**src/rtl/aphs_pkg.sv**
```systemverilog
// ----------------------------------------------------------------------------
// Actuator PIO handshake sequencer package
// Shared types, codes and reset values for the sequencer and its submodules.
// ----------------------------------------------------------------------------
package aphs_pkg;

	// Configuration register file
	localparam int unsigned NUM_CFG      = 6;
	localparam int unsigned CFG_WIDTH    = 16;
	localparam int unsigned CFG_IDX_W    = 3;
	localparam int unsigned DELAY_WIDTH  = 16;

	typedef enum logic [CFG_IDX_W-1:0] {
		CFG_STROBE_SETUP  = 3'd0,
		CFG_STROBE_HOLD   = 3'd1,
		CFG_MOVE_SETTLE   = 3'd2,
		CFG_HOME_HOLD     = 3'd3,
		CFG_ALARM_HOLD    = 3'd4,
		CFG_RELEASE_SETTLE = 3'd5
	} aphs_cfg_idx_t;

	typedef logic [NUM_CFG-1:0][CFG_WIDTH-1:0] aphs_cfg_t;

	// Reset values, index 0 in the lowest slot
	localparam aphs_cfg_t CFG_RESET = {16'd20, 16'd30, 16'd30, 16'd100, 16'd20, 16'd30};

	// Command codes carried by the mode field
	typedef enum logic [3:0] {
		MODE_NONE    = 4'd0,
		MODE_MOVE    = 4'd1,
		MODE_HOME    = 4'd2,
		MODE_PREPARE = 4'd3,
		MODE_CLR_ALM = 4'd4,
		MODE_PAUSE   = 4'd5,
		MODE_RESUME  = 4'd6,
		MODE_SERVO_OFF = 4'd7,
		MODE_RELEASE = 4'd8
	} aphs_mode_t;

	// Sequencer states
	typedef enum logic [4:0] {
		ST_IDLE         = 5'd0,
		ST_MV_WAIT_LOW1 = 5'd1,
		ST_MV_SETUP     = 5'd2,
		ST_MV_WAIT_HIGH = 5'd3,
		ST_MV_HOLD      = 5'd4,
		ST_MV_WAIT_LOW2 = 5'd5,
		ST_MV_SETTLE    = 5'd6,
		ST_HM_WAIT1     = 5'd7,
		ST_HM_HOLD      = 5'd8,
		ST_HM_WAIT2     = 5'd9,
		ST_PR_WAIT      = 5'd10,
		ST_CA_WAIT      = 5'd11,
		ST_CA_HOLD      = 5'd12,
		ST_RL_SETTLE    = 5'd13
	} aphs_state_t;

	// Driven output lines
	typedef struct packed {
		logic bkrl;
		logic res;
		logic son;
		logic stp;
		logic home;
		logic cstr;
	} aphs_lines_t;

	// One input transfer
	typedef struct packed {
		logic [3:0] mode;
		logic [7:0] target_pos;
		logic [7:0] current_pos;
		logic       run_enable;
		logic       pend_in;
		logic       hend_in;
		logic       sv_in;
		logic       alm_in;
	} aphs_in_t;

	// One result transfer
	typedef struct packed {
		logic [7:0] pos_code_out;
		logic       cstr_out;
		logic       home_out;
		logic       stp_out;
		logic       son_out;
		logic       res_out;
		logic       bkrl_out;
		logic       busy_res;
		logic       done_res;
		logic       success;
	} aphs_out_t;

endpackage

```
**src/rtl/aphs_cfg_regs.sv**
```systemverilog
// ----------------------------------------------------------------------------
// Configuration register file
// Six 16-bit timing registers, written through a plain write port.
// ----------------------------------------------------------------------------
module aphs_cfg_regs (
	input  logic                         clk,
	input  logic                         arst_n,
	input  logic                         cfg_we,
	input  logic [aphs_pkg::CFG_IDX_W-1:0] cfg_idx,
	input  logic [aphs_pkg::CFG_WIDTH-1:0] cfg_wdata,
	output aphs_pkg::aphs_cfg_t          cfg
);
	import aphs_pkg::*;

	aphs_cfg_t cfg_q;

	// Writes to indexes beyond the register list are dropped.
	always_ff @(posedge clk or negedge arst_n) begin
		if (!arst_n) begin
			cfg_q <= CFG_RESET;
		end else if (cfg_we && (32'(cfg_idx) < NUM_CFG)) begin
			cfg_q[cfg_idx] <= cfg_wdata;
		end
	end

	assign cfg = cfg_q;

endmodule

```
**src/rtl/aphs_seq.sv**
```systemverilog
// ----------------------------------------------------------------------------
// Handshake sequencer
// Holds the command state and line registers and works one tick per step.
// ----------------------------------------------------------------------------
module aphs_seq #(
	parameter int unsigned DELAY_WIDTH = aphs_pkg::DELAY_WIDTH
) (
	input  logic                clk,
	input  logic                arst_n,
	input  logic                step_en,
	input  aphs_pkg::aphs_in_t  item,
	input  aphs_pkg::aphs_cfg_t cfg,
	output aphs_pkg::aphs_out_t result
);
	import aphs_pkg::*;

	localparam int unsigned LOAD_W = (DELAY_WIDTH > CFG_WIDTH) ? DELAY_WIDTH : CFG_WIDTH;

	aphs_state_t            state_q, state_d;
	logic [DELAY_WIDTH-1:0] delay_q, delay_d;
	logic [7:0]             target_q, target_d;
	logic [7:0]             pos_q, pos_d;
	aphs_lines_t            lines_q, lines_d;

	logic [CFG_WIDTH-1:0]   cfg_sel;
	logic [LOAD_W-1:0]      load_ext;
	logic [LOAD_W-1:0]      load_max;
	logic [DELAY_WIDTH-1:0] delay_load;
	logic [DELAY_WIDTH-1:0] delay_dec;
	logic                   expired;
	logic                   done;
	logic                   ok;
	logic                   run;

	assign run = item.run_enable;

	// Pick the timing register that the current state would load.
	always_comb begin
		case (state_q)
			ST_IDLE:         cfg_sel = cfg[CFG_RELEASE_SETTLE];
			ST_MV_WAIT_LOW1: cfg_sel = cfg[CFG_STROBE_SETUP];
			ST_MV_WAIT_HIGH: cfg_sel = cfg[CFG_STROBE_HOLD];
			ST_MV_WAIT_LOW2: cfg_sel = cfg[CFG_MOVE_SETTLE];
			ST_HM_WAIT1:     cfg_sel = cfg[CFG_HOME_HOLD];
			ST_CA_WAIT:      cfg_sel = cfg[CFG_ALARM_HOLD];
			default:         cfg_sel = cfg[CFG_RELEASE_SETTLE];
		endcase
	end

	// Saturate the loaded value to the counter range.
	assign load_ext   = LOAD_W'(cfg_sel);
	assign load_max   = LOAD_W'({DELAY_WIDTH{1'b1}});
	assign delay_load = (load_ext > load_max) ? DELAY_WIDTH'(load_max) :
		DELAY_WIDTH'(load_ext);

	// Running delay: counts down to zero and expires when it gets there.
	assign delay_dec = (delay_q != '0) ? (delay_q - DELAY_WIDTH'(1)) : delay_q;
	assign expired   = (delay_dec == '0);

	// Next state
	always_comb begin
		state_d = state_q;
		case (state_q)
			ST_IDLE: begin
				case (item.mode)
					MODE_MOVE:    state_d = ST_MV_WAIT_LOW1;
					MODE_HOME:    state_d = ST_HM_WAIT1;
					MODE_PREPARE: state_d = ST_PR_WAIT;
					MODE_CLR_ALM: state_d = ST_CA_WAIT;
					MODE_RELEASE: state_d = ST_RL_SETTLE;
					default:      state_d = ST_IDLE;
				endcase
			end
			ST_MV_WAIT_LOW1: begin
				if (!run) state_d = ST_IDLE;
				else if (!item.pend_in) state_d = ST_MV_SETUP;
			end
			ST_MV_SETUP:     if (expired) state_d = ST_MV_WAIT_HIGH;
			ST_MV_WAIT_HIGH: begin
				if (!run) state_d = ST_IDLE;
				else if (item.pend_in) state_d = ST_MV_HOLD;
			end
			ST_MV_HOLD:      if (expired) state_d = ST_MV_WAIT_LOW2;
			ST_MV_WAIT_LOW2: begin
				if (!run) state_d = ST_IDLE;
				else if (!item.pend_in) state_d = ST_MV_SETTLE;
			end
			ST_MV_SETTLE:    if (expired) state_d = ST_IDLE;
			ST_HM_WAIT1: begin
				if (!run) state_d = ST_IDLE;
				else if (item.hend_in) state_d = ST_HM_HOLD;
			end
			ST_HM_HOLD:      if (expired) state_d = ST_HM_WAIT2;
			ST_HM_WAIT2:     if (!run || item.hend_in) state_d = ST_IDLE;
			ST_PR_WAIT:      if (!(run && item.sv_in)) state_d = ST_IDLE;
			ST_CA_WAIT: begin
				if (!run) state_d = ST_IDLE;
				else if (item.alm_in) state_d = ST_CA_HOLD;
			end
			ST_CA_HOLD:      if (expired) state_d = ST_IDLE;
			ST_RL_SETTLE:    if (expired) state_d = ST_IDLE;
			default:         state_d = ST_IDLE;
		endcase
	end

	// Line, counter and status outputs of each step
	always_comb begin
		lines_d  = lines_q;
		pos_d    = pos_q;
		target_d = target_q;
		delay_d  = delay_q;
		done     = 1'b0;
		ok       = 1'b0;
		case (state_q)
			ST_IDLE: begin
				case (item.mode)
					MODE_MOVE:    target_d = item.target_pos;
					MODE_HOME:    lines_d.home = 1'b1;
					MODE_PREPARE: lines_d.son = 1'b1;
					MODE_CLR_ALM: lines_d.res = 1'b1;
					MODE_PAUSE: begin
						lines_d.stp = 1'b1;
						done = 1'b1;
						ok = 1'b1;
					end
					MODE_RESUME: begin
						lines_d.stp = 1'b0;
						done = 1'b1;
						ok = 1'b1;
					end
					MODE_SERVO_OFF: begin
						lines_d.son = 1'b0;
						done = 1'b1;
						ok = 1'b1;
					end
					MODE_RELEASE: begin
						lines_d.bkrl = 1'b0;
						lines_d.cstr = 1'b0;
						lines_d.home = 1'b0;
						lines_d.res  = 1'b0;
						lines_d.stp  = 1'b0;
						delay_d = delay_load;
					end
					default: ;
				endcase
			end
			ST_MV_WAIT_LOW1: begin
				if (!run) begin
					done = 1'b1;
				end else if (!item.pend_in) begin
					pos_d   = target_q;
					delay_d = delay_load;
				end
			end
			ST_MV_SETUP: begin
				delay_d = delay_dec;
				if (expired) lines_d.cstr = 1'b1;
			end
			ST_MV_WAIT_HIGH: begin
				if (!run) done = 1'b1;
				else if (item.pend_in) delay_d = delay_load;
			end
			ST_MV_HOLD: begin
				delay_d = delay_dec;
				if (expired) lines_d.cstr = 1'b0;
			end
			ST_MV_WAIT_LOW2: begin
				if (!run) done = 1'b1;
				else if (!item.pend_in) delay_d = delay_load;
			end
			ST_MV_SETTLE: begin
				delay_d = delay_dec;
				if (expired) begin
					done = 1'b1;
					ok = (item.current_pos == target_q);
				end
			end
			ST_HM_WAIT1: begin
				if (!run) done = 1'b1;
				else if (item.hend_in) delay_d = delay_load;
			end
			ST_HM_HOLD: begin
				delay_d = delay_dec;
				if (expired) lines_d.home = 1'b0;
			end
			ST_HM_WAIT2: begin
				if (!run) begin
					done = 1'b1;
				end else if (item.hend_in) begin
					done = 1'b1;
					ok = 1'b1;
				end
			end
			ST_PR_WAIT: begin
				if (!(run && item.sv_in)) begin
					lines_d.stp = 1'b1;
					done = 1'b1;
					ok = run;
				end
			end
			ST_CA_WAIT: begin
				if (!run) done = 1'b1;
				else if (item.alm_in) delay_d = delay_load;
			end
			ST_CA_HOLD: begin
				delay_d = delay_dec;
				if (expired) begin
					lines_d.res = 1'b0;
					done = 1'b1;
					ok = 1'b1;
				end
			end
			ST_RL_SETTLE: begin
				delay_d = delay_dec;
				if (expired) begin
					done = 1'b1;
					ok = 1'b1;
				end
			end
			default: ;
		endcase
	end

	// State registers, advanced once per accepted tick
	always_ff @(posedge clk or negedge arst_n) begin
		if (!arst_n) begin
			state_q  <= ST_IDLE;
			delay_q  <= '0;
			target_q <= '0;
			pos_q    <= '0;
			lines_q  <= '0;
		end else if (step_en) begin
			state_q  <= state_d;
			delay_q  <= delay_d;
			target_q <= target_d;
			pos_q    <= pos_d;
			lines_q  <= lines_d;
		end
	end

	// Result of this step, taken from the updated register values
	always_comb begin
		result.pos_code_out = pos_d;
		result.cstr_out     = lines_d.cstr;
		result.home_out     = lines_d.home;
		result.stp_out      = lines_d.stp;
		result.son_out      = lines_d.son;
		result.res_out      = lines_d.res;
		result.bkrl_out     = lines_d.bkrl;
		result.busy_res     = (state_d != ST_IDLE);
		result.done_res     = done;
		result.success      = done && ok;
	end

endmodule

```
**src/rtl/actuator_pio_handshake_sequencer_core.sv**
```systemverilog
// ----------------------------------------------------------------------------
// Actuator PIO handshake sequencer
// Runs the timed parallel-I/O handshake of one actuator axis, one tick per
// input transfer.
// ----------------------------------------------------------------------------
// Usage
// Each input transfer on in_data is one tick: the sampled driver lines, the
// run-enable flag, the reported position and an optional command. Every input
// transfer yields exactly one result transfer on out_data with the driven
// line levels and the busy, done and success flags after that tick.
// Commands are only taken while no sequence runs; others are ignored.
// The user must write the timing registers on cfg_we/cfg_idx/cfg_wdata
// only while idle; the block itself does not enforce this. An accepted
// transfer is held in the input register, then the combinational
// sequencer step writes the result register, which raises out_valid.
// Throughput is one transfer per cycle while the receiver does not stall,
// as the sequencer step between the two registers is combinational.
// If the receiver stalls, the result register holds its transfer and the
// input register can still take one more transfer before in_ready drops.
// Reset clears the sequencer to idle with all lines low and loads the timing
// registers with their default values.
// ----------------------------------------------------------------------------
module actuator_pio_handshake_sequencer_core #(
	parameter int unsigned DELAY_WIDTH = aphs_pkg::DELAY_WIDTH
) (
	input  logic                           clk,
	input  logic                           arst_n,
	input  logic                           in_valid,
	output logic                           in_ready,
	input  aphs_pkg::aphs_in_t             in_data,
	output logic                           out_valid,
	input  logic                           out_ready,
	output aphs_pkg::aphs_out_t            out_data,
	input  logic                           cfg_we,
	input  logic [aphs_pkg::CFG_IDX_W-1:0] cfg_idx,
	input  logic [aphs_pkg::CFG_WIDTH-1:0] cfg_wdata
);
	import aphs_pkg::*;

	aphs_cfg_t cfg;
	aphs_in_t  item_s1;
	logic      valid_s1;
	aphs_out_t result;
	aphs_out_t out_data_q;
	logic      out_valid_q;
	logic      advance;

	// The step runs when an item waits and the result register is free.
	assign advance  = valid_s1 && (!out_valid_q || out_ready);
	assign in_ready = !valid_s1 || advance;

	// Input register
	always_ff @(posedge clk or negedge arst_n) begin
		if (!arst_n) begin
			valid_s1 <= 1'b0;
		end else if (in_ready) begin
			valid_s1 <= in_valid;
		end
	end

	always_ff @(posedge clk) begin
		if (in_valid && in_ready) begin
			item_s1 <= in_data;
		end
	end

	// Timing registers
	aphs_cfg_regs u_cfg (
		.clk       (clk),
		.arst_n    (arst_n),
		.cfg_we    (cfg_we),
		.cfg_idx   (cfg_idx),
		.cfg_wdata (cfg_wdata),
		.cfg       (cfg)
	);

	// Sequencer step
	aphs_seq #(
		.DELAY_WIDTH (DELAY_WIDTH)
	) u_seq (
		.clk     (clk),
		.arst_n  (arst_n),
		.step_en (advance),
		.item    (item_s1),
		.cfg     (cfg),
		.result  (result)
	);

	// Result register
	always_ff @(posedge clk or negedge arst_n) begin
		if (!arst_n) begin
			out_valid_q <= 1'b0;
		end else if (advance) begin
			out_valid_q <= 1'b1;
		end else if (out_ready) begin
			out_valid_q <= 1'b0;
		end
	end

	always_ff @(posedge clk) begin
		if (advance) begin
			out_data_q <= result;
		end
	end

	assign out_valid = out_valid_q;
	assign out_data  = out_data_q;

endmodule

```
**config.mk**
```make
export PLATFORM = sky130hd
export DESIGN_NAME = actuator_pio_handshake_sequencer_core
export DESIGN_NICKNAME = d
export VERILOG_FILES = /design/src/rtl/aphs_pkg.sv /design/src/rtl/aphs_cfg_regs.sv /design/src/rtl/aphs_seq.sv /design/src/rtl/actuator_pio_handshake_sequencer_core.sv
export SDC_FILE = /design/constraint.sdc
export NUM_CORES = 1
export LEC_CHECK = 0
export BUFFER_PORTS_ARGS = -buffer_cell sky130_fd_sc_hd__buf_2
export CAP_MARGIN = 10
export CORE_ASPECT_RATIO = 1.4
export CORE_MARGIN = 1
export CORE_UTILIZATION = 60
export CTS_CLUSTER_SIZE = 30
export DETAILED_ROUTE_END_ITERATION = 7
export PLACE_DENSITY = 0.89
export SKIP_CTS_REPAIR_TIMING = 1
export SYNTH_ARGS = -nofsm -noshare
export SYNTH_HDL_FRONTEND = slang
export SYNTH_SLANG_ARGS = --single-unit
```
**constraint.sdc**
```tcl
create_clock -name clk -period 5.1 [get_ports clk]
set_input_delay 0.255 -clock clk [delete_from_list [all_inputs] [get_ports clk]]
set_output_delay 0.255 -clock clk [all_outputs]
set_load 0.03 [all_outputs]
```
==> impl_metrics.ini, run 1 <==
[cells_and_area]
fin_nets = 879
synthToLayoutAreaGrowth_pct = 15.42
final.fill_count = 925
layout_commonest_cell = dfrtp_1
layout_common_cells = dfrtp_1, mux2_2, nand2_1
instances_no_fill = 1028
drive_gt1_share_pct = 31.12

[placement]
gp_congestion = 0.9833
dp_cells = 973
io_buffers = 67
pre_cts_slack_ns = 1.559
hpwlAfterDp_um = 14310

[clock_tree]
htreeDepth = 4
cts.sinks = 183
insertion_delay_ns = 0.44
cts_buffers = 17
root_buffer = clkbuf_16
cts_buffer_depth = 2
path_clk_slew_ns = 0.08
cts_tree = built

[min_path]
hp-start = in_data[16]
min_to = item_s1[16]
whs_path_depth = 1
min_path_type = primary input to flop

[pwr]
leakage_uw = 0.004086
clkPwrFrac_pct = 28.2
seq_power_share_pct = 45.2
power_frac_comb_pct = 26.6
netSwitchingFraction_pct = 35.67
internal_power_uw = 2992
peakVddDrop_mv = 0.3813
switching_power_uw = 1659
powerDensity_nw_per_um2 = 463.3

[yosys]
avgSynthCellArea_um2 = 11.55
netlist-cell-type-count = 63
synth_warnings = 0
synth-edff-count = 42
syn_area_um2 = 8697
synth_top_cell_by_area = dfrtp_1
synthDominantCellAreaShare_pct = 35.10
synth_fp_nets = 803
ys.flop_type = dfrtp_1
async_flop_share_pct = 77.05
ys_ff_latch = 183
syn-instance-count = 753
ys_seq_area_share_pct = 55.34
synth_area_leaders = dfrtp_1, mux2_2, edfxtp_1

[critical_path]
critPathKind = flop to flop
r2r-end = out_data[2]
cp.required_ns = 5.26
cpMostUsedCell = nand4_1
path_buf_inv = 2
cp_cell_sequence = inv_1, ha_1, nor3b_1, buf_4, nand4_1, nand2_1, a311oi_1, nor4_1, mux2i_1, nor3_1, nand4_1
cp-start-kind = flop
critPathArrivalTime_ns = 3.88
cp_top_family = simple AND/OR/NAND/NOR gates
critPathSlowestCell = nor3b_1
worstPathMaxFanout = 7
cp_slowest_stage_delay_ns = 0.71
rr_worst_depth = 11
r2r_start = u_seq.delay_q[0]
rrSetupSlack_ns = 1.39
cp-end-kind = flop

[timing]
setup_viol_count_final = 0
fin_ws_ns = 1.388
fin_setup_tns_ns = 0
slew_headroom_pct = 22.53
min_period_ns = 3.712
hold_viol = 0
hold_ws_ns = 0.005023
finalMaxSlewViolations = 0
min_period_over_period_pct = 72.79
grt_setup_unrepaired = false
clock_skew_ns = 0.01367
fmax_mhz = 269.4
worst-slew-pin-transition_ns = 1.156

[grt]
grt_pass1_vias = 6616
grt_first_pass_wirelength_um = 35180
grt_max_degree = 80
antenna_found_initial = 0
grtUsageTotal_pct = 30.74
overflow = 0

[die]
ios = 68
core_um2 = 14040
start_util_pct = 61.95
dieArea_um2 = 14990
die_y_um = 144.5
row_count = 51
fp.dieW_um = 103.8

[run_status]
run_status = complete, no violations

[flow_run]
maxCapViolCount = 0

[drt]
routedWlPerCell_um = 22.16
detail-route-antenna-nets = 0
first_pass_iters = 6
viasPerCell = 6.599
vias = 6784
totalWireLength_um = 22780
drc = 0
drt_iter0_drc = 743
==> kinds of logic (layout without fill, tap and decap cells) <==
logic type	count (synthesis)	in the layout	synth area share, %
xor+xnor	10	10	1.007
flops	183	183	55.34
compound gates	152	152	11.87
mux	118	118	15.26
other cells	0	1	0
simple gates	239	239	14.17
buf+inv	50	139	2.201
fa+ha+maj	1	1	0.1438
==> cell type report <==
| type | count | area (um2) | share of cell area (%) |
|---|---|---|---|
| Multi-Input combinational cell | 520 | 3741 | 37.27 |
| Timing Repair Buffer | 97 | 621.8 | 6.195 |
| Sequential cell | 183 | 4813 | 47.95 |
| Clock buffer | 17 | 425.4 | 4.238 |
| Tap cell | 185 | 231.5 | 2.306 |
| Antenna cell | 1 | 2.502 | 0.02493 |
| Clock inverter | 15 | 165.2 | 1.645 |
| Inverter | 10 | 37.54 | 0.3739 |
==> metal layers <==
layer,GRT usage (%),share of wire (%),routed length (um),vias to the layer above
li1,-,-,-,3001
met1,36.94,38,8684,3354
met2,53.20,51,11670,350
met3,5.678,5.8,1316,79
met4,16.24,4.8,1104,0
met5,0,0,0,-
==> stage by stage <==
stage / cell area [um2] / utilization (%) / power [uW]
global placement: 9225 / 65.71 / 3250
floorplan: 8697 / - / 2920
finish: 10040 / 71.51 / 4651
global route: 10040 / 71.49 / 4862
detailed placement: 9225 / 65.71 / 3293
CTS: 9816 / 69.92 / 4606
==> power groups by stage <==
| stage | Sequential [uW] | Clock [uW] | Combinational (uW) |
|---|---|---|---|
| floorplan | 1990 | 0 | 931 |
| global placement | 2100 | 0 | 1150 |
| detailed placement | 2110 | 0 | 1180 |
| CTS | 2090 | 1320 | 1200 |
| global route | 2140 | 1370 | 1350 |
| finish | 2100 | 1310 | 1240 |
==> how the worst max path moves through the flow <==
| stage | endpoint | cells past startpoint | from |
|---|---|---|---|
| after CTS | u_seq.lines_q[4] | 11 | u_seq.delay_q[0] |
| after detailed placement | out_data[8] | 10 | u_seq.delay_q[0] |
| after floorplan | u_seq.lines_q[4] | 11 | u_seq.delay_q[0] |
| after global routing | out_data[2] | 11 | u_seq.delay_q[0] |
| final | out_data[2] | 11 | u_seq.delay_q[0] |
| after global placement | out_data[8] | 10 | u_seq.delay_q[0] |
==> registers in the layout (all words and copies together) (netlist names) <==
register	flops
u_seq.state_q	5
u_seq.lines_q	6
out_data	17
u_seq.target_q	8
valid_s1	1
u_seq.pos_q	8
item_s1	25
u_cfg.cfg	96
out_valid	1
u_seq.delay_q	16
==> synthesized netlist by cell type, types with 5 or more instances <==
cell type,n
a31oi_1,14
nand2_1,72
a22oi_1,13
or2_2,7
a21oi_1,39
nor2_1,49
xor2_1,10
or4_1,7
nor4_1,10
dfstp_2,19
nor3_1,15
or3_1,5
and2_1,5
nand4_1,15
clkbuf_1,36
edfxtp_1,42
o211ai_1,8
nand3_1,17
mux2_2,113
o31ai_1,5
o21ai_0,26
nor3b_1,7
o22ai_1,5
inv_1,9
a222oi_1,17
nand2b_1,9
dfrtp_1,122
Power figures use the tool's default switching activity.
==> run 2, diff against run 1 <==
Settings changed: ABC_AREA set to 1, CORE_UTILIZATION 60 to 54, PLACE_DENSITY 0.89 to 0.85.
Clock period 5.1 ns to 3.2 ns, I/O delays scaled along.
==> run 2 against run 1 <==
- utilization shrank 7.4 points
- setup slack got worse by 0.89 ns
- combinational power up 120%
- first-iteration DRC count decreased by 13%
- total power up 77%
- hold slack better by 0.017 ns
- clock-buffer cell count increased by 2
- largest cell class unchanged
- highest routed layer unchanged
==> impl_metrics.ini, run 2 <==
[critical_path]
worstPathMaxFanout = 32
cp_cell_sequence = nor2_2, nand2_4, nor2_4, a21oi_4, nor2_1, nor3_1, nand2_1, a31oi_4, buf_4, o21ai_1, o21ai_1
cp-start-kind = flop
critPathKind = flop to flop
rr_worst_depth = 11
cp_slowest_stage_delay_ns = 0.57
path_buf_inv = 1
cp_top_family = compound AO/OA/AOI/OAI gates
critPathArrivalTime_ns = 3.06
r2r_start = u_seq.state_q[2]
r2r-end = u_seq.delay_q[4]
cp.required_ns = 3.56
rrSetupSlack_ns = 0.50
worst-path-stages = 11
cp-end-kind = flop
critPathSlowestCell = dfrtp_1
cpMostUsedCell = o21ai_1

[pwr]
total_power_uw = 8222
powerDensity_nw_per_um2 = 821.8
clkPwrFrac_pct = 25.9
seq_power_share_pct = 41.4
power_frac_comb_pct = 32.8
peakVddDrop_mv = 0.4777
switching_power_uw = 3223
netSwitchingFraction_pct = 39.20
leakage_uw = 0.004669
internal_power_uw = 4999

[die]
ios = 68
fp.dieW_um = 108.9
core_um2 = 15610
dieArea_um2 = 16510
row_count = 54
start_util_pct = 55.33
die_y_um = 151.6

[drt]
drt_iter0_drc = 648
drc = 0
detail-route-antenna-nets = 0
met2_length_um = 11420
totalWireLength_um = 21870
vias = 7359
drt-met1-wl_um = 8277
viasPerCell = 5.639
first_pass_iters = 5
highest_layer = met4
routedWlPerCell_um = 16.76
route.met3.wl_um = 1223

[yosys]
yosysMostFrequentCell = nand2_1
synth_area_leaders = dfrtp_1, edfxtp_1, nand2_1
syn_area_um2 = 8636
yosys-top-cells-count = nand2_1, o21ai_0, dfrtp_1
netlist-cell-type-count = 43
ys_ff_latch = 183
synth_top_cell_by_area = dfrtp_1
ys_seq_area_share_pct = 55.74
synth_fp_nets = 1058
ys.flop_type = dfrtp_1
syn-instance-count = 1008
async_flop_share_pct = 77.05
synth-edff-count = 42
avgSynthCellArea_um2 = 8.567
synth_warnings = 0
synthDominantCellAreaShare_pct = 35.35

[cells_and_area]
synthToLayoutAreaGrowth_pct = 15.85
largest_reg_flops = 96
final_area_um2 = 10000
instances_no_fill = 1305
final.fill_count = 1235
fin_nets = 1144
drive_gt1_share_pct = 15.09
layout_commonest_cell = nand2_1
layout_common_cells = nand2_1, o21ai_0, dfrtp_1

[timing]
finalMaxSlewViolations = 0
clock_skew_ns = 0.01765
hold_viol = 0
hold_ws_ns = 0.02158
fmax_mhz = 370.3
grt_setup_unrepaired = false
min_period_over_period_pct = 84.38
setup_viol_count_final = 0
min_period_ns = 2.700
worst-slew-pin-transition_ns = 1.091
slew_headroom_pct = 27.08
fin_setup_tns_ns = 0

[clock_tree]
cts_tree = built
htreeDepth = 4
cts.sinks = 183
insertion_delay_ns = 0.44
cts_buffer_depth = 2
cts_buffers = 17
path_clk_slew_ns = 0.08
root_buffer = clkbuf_16

[min_path]
hp-start = out_ready
min_to = valid_s1
whs_path_depth = 4
min_path_type = primary input to flop

[placement]
dp_cells = 1244
placed_area_um2 = 9128
gp_congestion = 0.9343
io_buffers = 67
hpwlAfterDp_um = 14210

[run_status]
run_status = complete, no violations

[grt]
overflow = 0
grt_max_degree = 71
grt_first_pass_wirelength_um = 32610
antenna_found_initial = 2
grtUsageTotal_pct = 26.22
grt_pass1_vias = 6763

[flow_run]
maxCapViolCount = 0
-- run 2: changes by cell type in the layout (fill, tap and decap cells not counted), sizes merged, moves of 21 or more --
cell / change
nand2: +237
o21ai: +125
mux2: -106
inv: +87
nor2: +34
nand3: +31
a21oi: -21
-- run 2: per-layer routing --
metal / vias up / GRT usage [%]
met3: 68 / 4.577
met2: 302 / 45.19
met4: 0 / 14.19
met1: 3489 / 30.83
met5: - / 0
li1: 3500 / -
-- run 2: stage by stage --
stage                     worst slack (ns)  util (%)
after global routing                0.2401     64.10
after CTS                           0.4932     62.34
after floorplan                     0.9734         -
after global placement              0.6182     58.48
after detailed placement            0.5221     58.48
final                               0.4997     64.10
-- run 2: layout make-up --
class / count / area (um2) / share of cell area (%)
Clock inverter: 13 / 158.9 / 1.588
Clock buffer: 19 / 442.9 / 4.427
Timing Repair Buffer: 104 / 686.9 / 6.866
Tap cell: 196 / 245.2 / 2.451
Inverter: 98 / 369.1 / 3.689
Antenna cell: 2 / 5.005 / 0.05002
Multi-Input combinational cell: 690 / 3283 / 32.82
Sequential cell: 183 / 4813 / 48.11
-- run 2: worst max path at each step --
stage,startpoint,endpoint,slack [ns]
global route,u_seq.state_q[2],u_seq.delay_q[4],0.24
floorplan,u_seq.delay_q[0],out_data[2],0.97
CTS,u_seq.state_q[2],u_seq.delay_q[4],0.49
global placement,u_seq.delay_q[0],out_data[2],0.62
finish,u_seq.state_q[2],u_seq.delay_q[4],0.50
detailed placement,u_seq.state_q[2],u_seq.delay_q[4],0.52
-- run 2: cell families (layout without fill, tap and decap cells) --
group | after synthesis | after routing | synth area share, %
simple gates | 475 | 475 | 23.15
compound gates | 195 | 195 | 12.56
flops | 183 | 183 | 55.74
buf+inv | 135 | 234 | 6.244
xor+xnor | 11 | 11 | 1.116
mux | 8 | 8 | 1.043
fa+ha+maj | 1 | 1 | 0.1449
other cells | 0 | 2 | 0
-- run 2: worst register-to-register path, stage by stage (launching register included) --
cell and delay, ns:
dfrtp_1 0.57, nor2_2 0.11, nand2_4 0.11, nor2_4 0.12, a21oi_4 0.55, nor2_1 0.15
nor3_1 0.19, nand2_1 0.11, a31oi_4 0.14, buf_4 0.33, o21ai_1 0.14, o21ai_1 0.11
-- run 2: power by group through the flow --
stage	Clock, uW	Sequential [uW]	Combinational (uW)
after floorplan	0	3430	1840
after global routing	2230	3450	3000
final	2130	3400	2690
after global placement	0	3390	2560
after detailed placement	0	3420	2610
after CTS	2130	3380	2630
